===== src/hw/rtl/hafe_pkg.sv =====
// ----------------------------------------------------------------------------
// hafe_pkg
// Shared types, constants and character helpers for the hex/ASCII frame
// encoder.
// ----------------------------------------------------------------------------
package hafe_pkg;

  localparam int unsigned MaxChars = 4;
  localparam int unsigned CountW   = $clog2(MaxChars + 1);

  localparam logic [6:0] Mask7     = 7'h7F;
  localparam logic [7:0] ParityBit = 8'h80;
  localparam logic [7:0] DigitZero = 8'h30;
  localparam logic [7:0] LetterA   = 8'h41;

  typedef logic [CountW-1:0] count_t;

  typedef struct packed {
    logic [7:0] out_byte;
    logic       frame_end;
  } char_t;

  // Upper-case ASCII hex digit for one nibble.
  function automatic logic [7:0] hex_char(input logic [3:0] nibble);
    logic [7:0] ext;
    ext = {4'h0, nibble};
    if (nibble < 4'd10) begin
      return DigitZero + ext;
    end
    return LetterA + (ext - 8'd10);
  endfunction

  // Keep the low seven bits; bit 7 is set when the eight bits XOR to zero.
  function automatic logic [7:0] with_parity(input logic [7:0] c);
    logic [7:0] res;
    res = {1'b0, c[6:0] & Mask7};
    if (!(^c)) begin
      res = res | ParityBit;
    end
    return res;
  endfunction

endpackage


===== src/hw/rtl/hex_ascii_frame_encoder.sv =====
// ----------------------------------------------------------------------------
// hex_ascii_frame_encoder
// Turns command and data bytes into framed characters with an XOR checksum
// and parity.
// ----------------------------------------------------------------------------
// Usage: items enter on the in_valid_i/in_ready_o channel. An item with
// starts_frame_i set carries the command byte and samples encode_hex_i for
// the frame; later items carry one data byte each, sent as two hex digits in
// hex mode or as one character in raw mode. An item with ends_frame_i set is
// followed by two hex checksum characters, the second flagged by frame_end_o.
// Characters leave one per cycle on the out_valid_o/out_ready_i channel
// while out_ready_i is high. The first character of an item is valid the
// cycle after its transfer. An item produces one to four characters, held
// in the four-entry character buffer that feeds the single output byte. The
// next item is taken in the same cycle the last buffered character leaves,
// so the output stays busy every cycle while items are offered.
// Reset clears the checksum, the mode and the character count, not the
// buffer contents. When the receiver stalls, the current character
// holds and input transfers wait.
// ----------------------------------------------------------------------------
module hex_ascii_frame_encoder (
  input  logic       clk_i,
  input  logic       rst_ni,
  input  logic       in_valid_i,
  output logic       in_ready_o,
  input  logic [7:0] byte_value_i,
  input  logic       starts_frame_i,
  input  logic       ends_frame_i,
  input  logic       encode_hex_i,
  output logic       out_valid_o,
  input  logic       out_ready_i,
  output logic [7:0] out_byte_o,
  output logic       frame_end_o
);
  import hafe_pkg::*;

  logic [6:0] xor_q, xor_d;
  logic       hex_mode_q, hex_mode_d;
  count_t     count_q, count_d;
  char_t      buf_q [MaxChars];
  char_t      buf_d [MaxChars];

  logic       in_xfer, out_xfer;
  logic       two_chars;
  logic [7:0] c0, c1, ck0, ck1;
  logic [6:0] xor_after;

  assign out_valid_o = (count_q != '0);
  assign out_xfer    = out_valid_o && out_ready_i;
  assign in_ready_o  = (count_q == '0) || ((count_q == count_t'(1)) && out_ready_i);
  assign in_xfer     = in_valid_i && in_ready_o;
  assign out_byte_o  = buf_q[0].out_byte;
  assign frame_end_o = buf_q[0].frame_end;

  // Characters of the incoming item, before parity.
  always_comb begin
    two_chars  = !starts_frame_i && hex_mode_q;
    hex_mode_d = starts_frame_i ? encode_hex_i : hex_mode_q;
    if (starts_frame_i) begin
      c0        = byte_value_i;
      c1        = byte_value_i;
      xor_after = byte_value_i[6:0];
    end else if (hex_mode_q) begin
      c0        = hex_char(byte_value_i[7:4]);
      c1        = hex_char(byte_value_i[3:0]);
      xor_after = xor_q ^ c0[6:0] ^ c1[6:0];
    end else begin
      c0        = byte_value_i;
      c1        = byte_value_i;
      xor_after = xor_q ^ byte_value_i[6:0];
    end
    ck0   = hex_char({1'b0, xor_after[6:4]});
    ck1   = hex_char(xor_after[3:0]);
    xor_d = ends_frame_i ? 7'h00 : xor_after;
  end

  // Buffer load on an input transfer, otherwise shift out on an output one.
  always_comb begin
    buf_d   = buf_q;
    count_d = count_q;
    if (in_xfer) begin
      buf_d[0] = '{out_byte: with_parity(c0), frame_end: 1'b0};
      if (two_chars) begin
        buf_d[1] = '{out_byte: with_parity(c1),  frame_end: 1'b0};
        buf_d[2] = '{out_byte: with_parity(ck0), frame_end: 1'b0};
        buf_d[3] = '{out_byte: with_parity(ck1), frame_end: 1'b1};
      end else begin
        buf_d[1] = '{out_byte: with_parity(ck0), frame_end: 1'b0};
        buf_d[2] = '{out_byte: with_parity(ck1), frame_end: 1'b1};
        buf_d[3] = '{out_byte: with_parity(ck1), frame_end: 1'b1};
      end
      count_d = count_t'(two_chars ? 2 : 1) + (ends_frame_i ? count_t'(2) : count_t'(0));
    end else if (out_xfer) begin
      for (int i = 0; i < MaxChars - 1; i++) begin
        buf_d[i] = buf_q[i+1];
      end
      count_d = count_q - count_t'(1);
    end
  end

  always_ff @(posedge clk_i or negedge rst_ni) begin
    if (!rst_ni) begin
      xor_q      <= '0;
      hex_mode_q <= 1'b0;
      count_q    <= '0;
    end else begin
      count_q <= count_d;
      if (in_xfer) begin
        xor_q      <= xor_d;
        hex_mode_q <= hex_mode_d;
      end
    end
  end

  always_ff @(posedge clk_i) begin
    buf_q <= buf_d;
  end

  // Checks.
  a_count_range : assert property (@(posedge clk_i) disable iff (!rst_ni)
    count_q <= count_t'(MaxChars))
    else $error("character count out of range");

  a_end_clears_sum : assert property (@(posedge clk_i) disable iff (!rst_ni)
    (in_xfer && ends_frame_i) |=> (xor_q == 7'h00))
    else $error("checksum not cleared after frame end");

  a_end_is_last : assert property (@(posedge clk_i) disable iff (!rst_ni)
    (out_valid_o && frame_end_o) |-> (count_q == count_t'(1)))
    else $error("frame end flagged before the last buffered character");

  a_cmd_first : assert property (@(posedge clk_i) disable iff (!rst_ni)
    (in_xfer && starts_frame_i) |=>
      (out_valid_o && (out_byte_o[6:0] == $past(byte_value_i[6:0]))))
    else $error("command character not presented first");

endmodule

===== config.mk =====
export PLATFORM = sky130hd
export DESIGN_NAME = hex_ascii_frame_encoder
export DESIGN_NICKNAME = d
export VERILOG_FILES = /design/src/hw/rtl/hafe_pkg.sv /design/src/hw/rtl/hex_ascii_frame_encoder.sv
export SDC_FILE = /design/constraint.sdc
export NUM_CORES = 1
export LEC_CHECK = 0
export ABC_AREA = 1
export BUFFER_PORTS_ARGS = -buffer_cell sky130_fd_sc_hd__buf_2
export CELL_PAD_IN_SITES_DETAIL_PLACEMENT = 1
export CELL_PAD_IN_SITES_GLOBAL_PLACEMENT = 1
export CORE_MARGIN = 2
export CORE_UTILIZATION = 30
export DETAILED_ROUTE_END_ITERATION = 8
export PLACE_DENSITY = 0.6
export RECOVER_POWER = 50
export SLEW_MARGIN = 25
export SYNTH_ARGS = -nofsm -noshare
export SYNTH_HDL_FRONTEND = slang
export SYNTH_SLANG_ARGS = --single-unit
export TNS_END_PERCENT = 100

===== constraint.sdc =====
create_clock -name clk_i -period 4.4 [get_ports clk_i]
set_clock_uncertainty 0.05 [all_clocks]
set_input_delay 0.22 -clock clk_i [delete_from_list [all_inputs] [get_ports clk_i]]
set_output_delay 0.22 -clock clk_i [all_outputs]
set_load 0.05 [all_outputs]

==> out/metrics.cfg, run 1 <==
[outcome]
status=finished, final reports clean

[floorplanning]
die_y_um=112
dieArea_sq_um=12600
ioPinCount=26
core_sq_um=11500
die_w_um=112
initial_core_util_pct=30.8
rows=39

[yosys]
async_flop_share_pct=23.9
synth_top_area_share_pct=28.9
ys_seq_elements=46
synth_cell_type_count=39
yosysWarnings=0
synth_nets=496
synth_area_leaders=edfxtp_1, nand2_1, dfrtp_1
synth_area_sq_um=3530
yosysSeqAreaShare_pct=37.3
synthFlopType=edfxtp_1
synthCells=465
syn_area_per_cell_sq_um=7.59
yosys.area.top_type=edfxtp_1
synth_edf_count=34

[critical_path]
ff2ff_path_depth=19
cp-end-kind=flop
path_max_fanout=8
critPathRequiredTime_ns=4.40
worstPathArrival_ns=3.45
start_kind=input pin
path_class=in2reg

[timing]
finalCriticalPeriod_ns=3.45
setup-tns-final_ns=0
worstMarginPinSlew_ns=1.30
min_period_over_period_pct=78.4
relSlewSlack_pct=13.0
report.final.slew_viol_count=0
max_freq_ghz=0.290
setup_viol=0
hold_violations=0
grt_setup_unrepaired=false

[clock_network]
cts_resized=0
cts_buffers=5
cts_tree=yes
clockBufferDepth=2
clk_pin_slew_ns=0.07
cts_root_buffer=clkbuf_16
htree_num_levels=2
clock_sinks=46
worstSkewPairLatency_ns=0.29

[drt]
detail-route-antenna-nets=0
vias=3085
wl_mm=10.3
route.detailed.drc=0
drt_iter0_drc=146
dr.pass1.iters=4
routedWlPerCell_um=16.6
via_per_inst=4.94

[final_layout]
fin_area_sq_um=3860
nets=511
drive_above_1_share_pct=14.8
antenna_cells=0
syn_to_final_growth_pct=9.44

[placement]
postPlaceCellArea_sq_um=3720
place_hpwl_mm=8.11
place.gp.congestion=0.849
io_buffers=25

[power]
max-vdd-ir-drop_v=0.000244
comb_power_share_pct=53.1
leakagePower_nw=1.80
seq_power_share_pct=31.9
p_int_mw=1.37
switchingPower_mw=1.26
powerDensity_nw_per_um2=680
pwr-share-clk_pct=15.0
p_sw_share_pct=47.8

[global_route]
grt.total_usage_pct=17.2
antenna_found_initial=0
grt_pass1_wl_mm=17.3
grt_pass1_vias=3323
grt_max_degree=27
overflow=0

[flow_run]
drv_cap=0

[min_path]
min_path_cells=2
hold_path.class=in2reg

metrics by stage:
stage               setup WS (ns)  cells  utilization, %  hold WS [ns]  total power, mW
finish                      0.949    624            33.7         0.156             2.63
global route                0.503    624            33.7         0.174             2.85
CTS                         0.922    624            33.8         0.158             2.68
detailed placement          0.632    615            32.4         0.100             2.28
global placement            0.777    615            32.4        0.0965             2.24
floorplan                    1.26    465               -        -0.126             1.95
worst max-delay path, stage by stage:
cell     delay [ns]
buf_2          0.17
inv_1          0.14
ha_1           0.20
inv_1          0.05
ha_1           0.16
inv_2          0.09
o21ai_0        0.39
nand3_1        0.13
nand3_1        0.10
nand2_1        0.10
nand2_1        0.11
inv_1          0.08
ha_1           0.18
inv_1          0.05
ha_1           0.15
inv_1          0.12
or2_2          0.30
nand2_1        0.11
nand2_1        0.09
nand2_1        0.07
nand2_1        0.06
nand2_1        0.07
nand2_1        0.07
nand2_1        0.06
nand2_1        0.06
and2_1         0.13
flip-flops by register name, summed over array words and instances, names as in the netlist:
name         cells
frame_end_o      1
count_q          3
out_byte_o       8
buf_q           26
hex_mode_q       1
xor_q            7
synth_stat cells (2+ instances only):
library cell / number
clkbuf_1: 6
ha_1: 16
o21ai_1: 5
o22ai_1: 7
o211ai_1: 6
edfxtp_1: 34
nor2_1: 11
nor2_2: 3
or2_1: 2
or2_2: 3
dfrtp_1: 11
xnor2_1: 9
nand2_1: 149
nand2_4: 4
o21ai_0: 18
nand3_2: 6
nand2_2: 16
buf_2: 2
buf_6: 2
buf_4: 11
a21oi_1: 6
xor2_1: 6
a31oi_1: 2
nand3_1: 47
inv_2: 11
inv_1: 49
o21ai_2: 3
a22o_1: 5
o221ai_1: 5
per-layer routing:
metal,up-vias,share of wire [%],wire [um],GRT usage (%)
met5,-,0,0,0
met4,0,1.7,172,4.88
met3,11,2.1,220,1.62
met2,39,49,5050,30.2
met1,1484,47,4890,22.6
li1,1551,-,-,-
kinds of logic after synthesis:
kind of cell	synth area share [%]
flops	37.3
xor+xnor	3.72
compound gates	11.2
fa+ha+maj	5.68
buf+inv	10.7
simple gates	31.3
cells in the final DEF, fill, tap and decap left out, types with 9 or more instances in the layout:
master	netlist	routed
inv_2	11	10
o21ai_0	18	18
nand2_2	16	16
edfxtp_1	34	34
xnor2_1	9	9
ha_1	16	16
buf_2	2	13
nand3_1	47	47
nor2_1	11	11
clkbuf_1	6	13
inv_1	49	50
dfrtp_1	11	11
nand2_1	149	149
power by group through the flow:
stage	registers, mW	clock network, mW	logic [mW]
final	0.837	0.395	1.39
after global routing	0.859	0.420	1.57
after CTS	0.837	0.404	1.44
after detailed placement	0.848	0	1.43
after global placement	0.841	0	1.40
after floorplan	0.816	0	1.13
final timing paths:
| path | to | slack [ns] | startpoint |
|---|---|---|---|
| min | count_q[2]$_DFFE_PN0P_ | 0.16 | out_ready_i |
| min in group asynchronous | xor_q[4]$_DFFE_PN0P_ | 0.49 | rst_ni |
| max | buf_q[8]$_DFFE_PP_ | 0.95 | byte_value_i[6] |
| max in group asynchronous | count_q[0]$_DFFE_PN0P_ | 3.29 | rst_ni |
| max reg2reg | buf_q[8]$_DFFE_PP_ | 1.31 | hex_mode_q$_DFFE_PN0P_ |
| min reg2reg | frame_end_o$_SDFFE_PP0P_ | 0.44 | buf_q[18]$_SDFFCE_PP0P_ |
what timing repair did:
item,4_1_cts,5_1_grt
hold buffers,1,0
endpoints found under the setup margin,0,0
setup buffers,0,0
endpoints found under the hold margin,11,0
layout make-up:
| type | instances | area (sq um) |
|---|---|---|
| fillers | 1412 | 7610 |
| multi-input cells | 335 | 1830 |
| flip-flops and latches | 46 | 1320 |
| inverters | 62 | 238 |
| well taps | 143 | 179 |
| repair buffers | 30 | 146 |
| clock buffers | 5 | 125 |
| clock inverters | 3 | 23.8 |
Note: power is estimated with default switching activity, not from simulation.
==> run 2: changes to the inputs <==
--- a/config.mk
+++ b/config.mk
@@ -12,7 +12,7 @@
 export CORE_MARGIN = 2
 export CORE_UTILIZATION = 30
 export DETAILED_ROUTE_END_ITERATION = 8
-export PLACE_DENSITY = 0.6
+export PLACE_DENSITY = 0.62
 export RECOVER_POWER = 50
 export SLEW_MARGIN = 25
 export SYNTH_ARGS = -nofsm -noshare
==> constraint.sdc (replaced) <==
create_clock -name clk_i -period 3.05 [get_ports clk_i]
set_clock_uncertainty 0.05 [all_clocks]
set_input_delay 0.1525 -clock clk_i [delete_from_list [all_inputs] [get_ports clk_i]]
set_output_delay 0.1525 -clock clk_i [all_outputs]
set_load 0.05 [all_outputs]
==> run 2 against run 1 <==
Compared with the run above:
- worst hold slack worse by 0.066 ns
- cell area up 13%
- combinational power up 67%
- clock power up 61%
- largest cell class unchanged
- setup slack worse by 0.68 ns
- core utilization up 4.5 points
==> out/metrics.cfg, run 2 (synthesis results as in run 1) <==
[outcome]
status=finished, final reports clean

[global_route]
grt_pass1_wl_mm=17.3
overflow=0
grt_max_degree=29
grt_pass1_vias=3512
antenna_found_initial=0
grt.total_usage_pct=17.3

[critical_path]
path_class=in2reg
worstPathArrival_ns=2.78
start_kind=input pin
crit_family=simple AND/OR/NAND/NOR gates
critPathBufInv=7
critPathRequiredTime_ns=3.05
critPathSlowestCell=or2_2
cp-end-kind=flop
path_max_fanout=6
cpPeakStageDelay_ns=0.31

[clock_network]
clk_pin_slew_ns=0.06
cts_tree=yes
clock_sinks=46
cts_buffers=5
clockBufferDepth=2
worstSkewPairLatency_ns=0.29
htree_num_levels=2
cts_root_buffer=clkbuf_16

[drt]
route.detailed.drc=0
wl_mm=10.5
routedWlPerCell_um=15.5
dr.pass1.iters=4
detail-route-antenna-nets=0
via_per_inst=4.82
vias=3261
drt_iter0_drc=145

[final_layout]
drive_above_1_share_pct=27.4
fill_cells=1438
antenna_cells=0
fin_cells=676
regMostFlops=buf_q
regArea_sq_um=1320
multi_input_area_sq_um=1940
syn_to_final_growth_pct=24.1
mostFrequentLayoutCell=nand2_1
nets=563
mostFrequentLayoutCells=nand2_1, buf_4, inv_1
largest_register_ffs=26

[timing]
finalCriticalPeriod_ns=2.78
hold_violations=0
report.final.slew_viol_count=0
setup_viol=0
worstMarginPinSlew_ns=0.840
max_freq_ghz=0.359
relSlewSlack_pct=44.0
min_period_over_period_pct=91.3
setup-tns-final_ns=0

[power]
comb_power_share_pct=55.9
pwr-share-clk_pct=15.3
p_sw_share_pct=45.0
p_int_mw=2.28
powerDensity_nw_per_um2=947
seq_power_share_pct=28.8
max-vdd-ir-drop_v=0.000356
switchingPower_mw=1.87
leakagePower_nw=2.08

[placement]
place_hpwl_mm=8.18
placed_cells_incl_taps=665
io_buffers=25
place.gp.congestion=0.822

[floorplanning]
rows=39
die_y_um=112
initial_core_util_pct=30.8
core_sq_um=11500
ioPinCount=26
dieArea_sq_um=12600
die_w_um=112

[flow_run]
drv_cap=0

[min_path]
hold_path.class=in2reg

## run 2: worst min-delay path, stage by stage
cell     delay (ns)
buf_2          0.09
nor2_1         0.04
a21oi_1        0.10
## run 2: area by class of cell
cell class,count,share of cell area [%]
clock inverters,2,0.857
inverters,62,5.49
clock buffers,6,2.94
well taps,143,4.09
repair buffers,82,12.3
flip-flops and latches,46,30.1
multi-input cells,335,44.2
## run 2: power by group through the flow
| stage | combinational (mW) | sequential (mW) | clock (mW) |
|---|---|---|---|
| finish | 2.32 | 1.19 | 0.636 |
| CTS | 2.28 | 1.19 | 0.643 |
| global route | 2.61 | 1.22 | 0.664 |
| floorplan | 1.64 | 1.18 | 0 |
| detailed placement | 2.27 | 1.20 | 0 |
| global placement | 2.22 | 1.19 | 0 |
## run 2: worst paths after layout
kind	start	to	slack [ns]	cells after the start
worst max-delay path	byte_value_i[1]	buf_q[8]$_DFFE_PP_	0.27	25
worst min-delay path	encode_hex_i	hex_mode_q$_DFFE_PN0P_	0.09	3
worst max register to register	xor_q[1]$_DFFE_PN0P_	buf_q[8]$_DFFE_PP_	0.34	20
worst min register to register	frame_end_o$_SDFFE_PP0P_	frame_end_o$_SDFFE_PP0P_	0.42	2
max in group asynchronous	rst_ni	xor_q[6]$_DFFE_PN0P_	2.00	2
min in group asynchronous	rst_ni	xor_q[4]$_DFFE_PN0P_	0.43	2
## run 2: through the flow
step                      worst slack [ns]  hold slack [ns]  power, mW  cell area [sq um]  util (%)
after floorplan                     0.0193           -0.193       2.81               3530         -
after global placement              -0.116           0.0233       3.41               4100      35.7
after detailed placement            -0.268           0.0313       3.47               4100      35.7
after CTS                          0.00420           0.0846       4.12               4270      37.3
after global routing               -0.0200            0.101       4.50               4380      38.2
final                                0.266           0.0900       4.15               4380      38.2
## run 2: per-layer routing
layer | vias up | wire length [um] | part of all wire, % | track usage [%]
met2 | 47 | 5200 | 49 | 30.5
li1 | 1656 | - | - | -
met3 | 18 | 231 | 2.2 | 1.73
met4 | 0 | 243 | 2.3 | 5.93
met1 | 1540 | 4840 | 46 | 22.1
met5 | - | 0 | 0 | 0
## run 2: what timing repair did
item | 4_1_cts | 5_1_grt
endpoints found under the setup margin | 0 | 5
hold buffers | 1 | 0
hold endpoints to repair | 11 | 0
buffers inserted | 0 | 2
gates resized for setup | 0 | 33
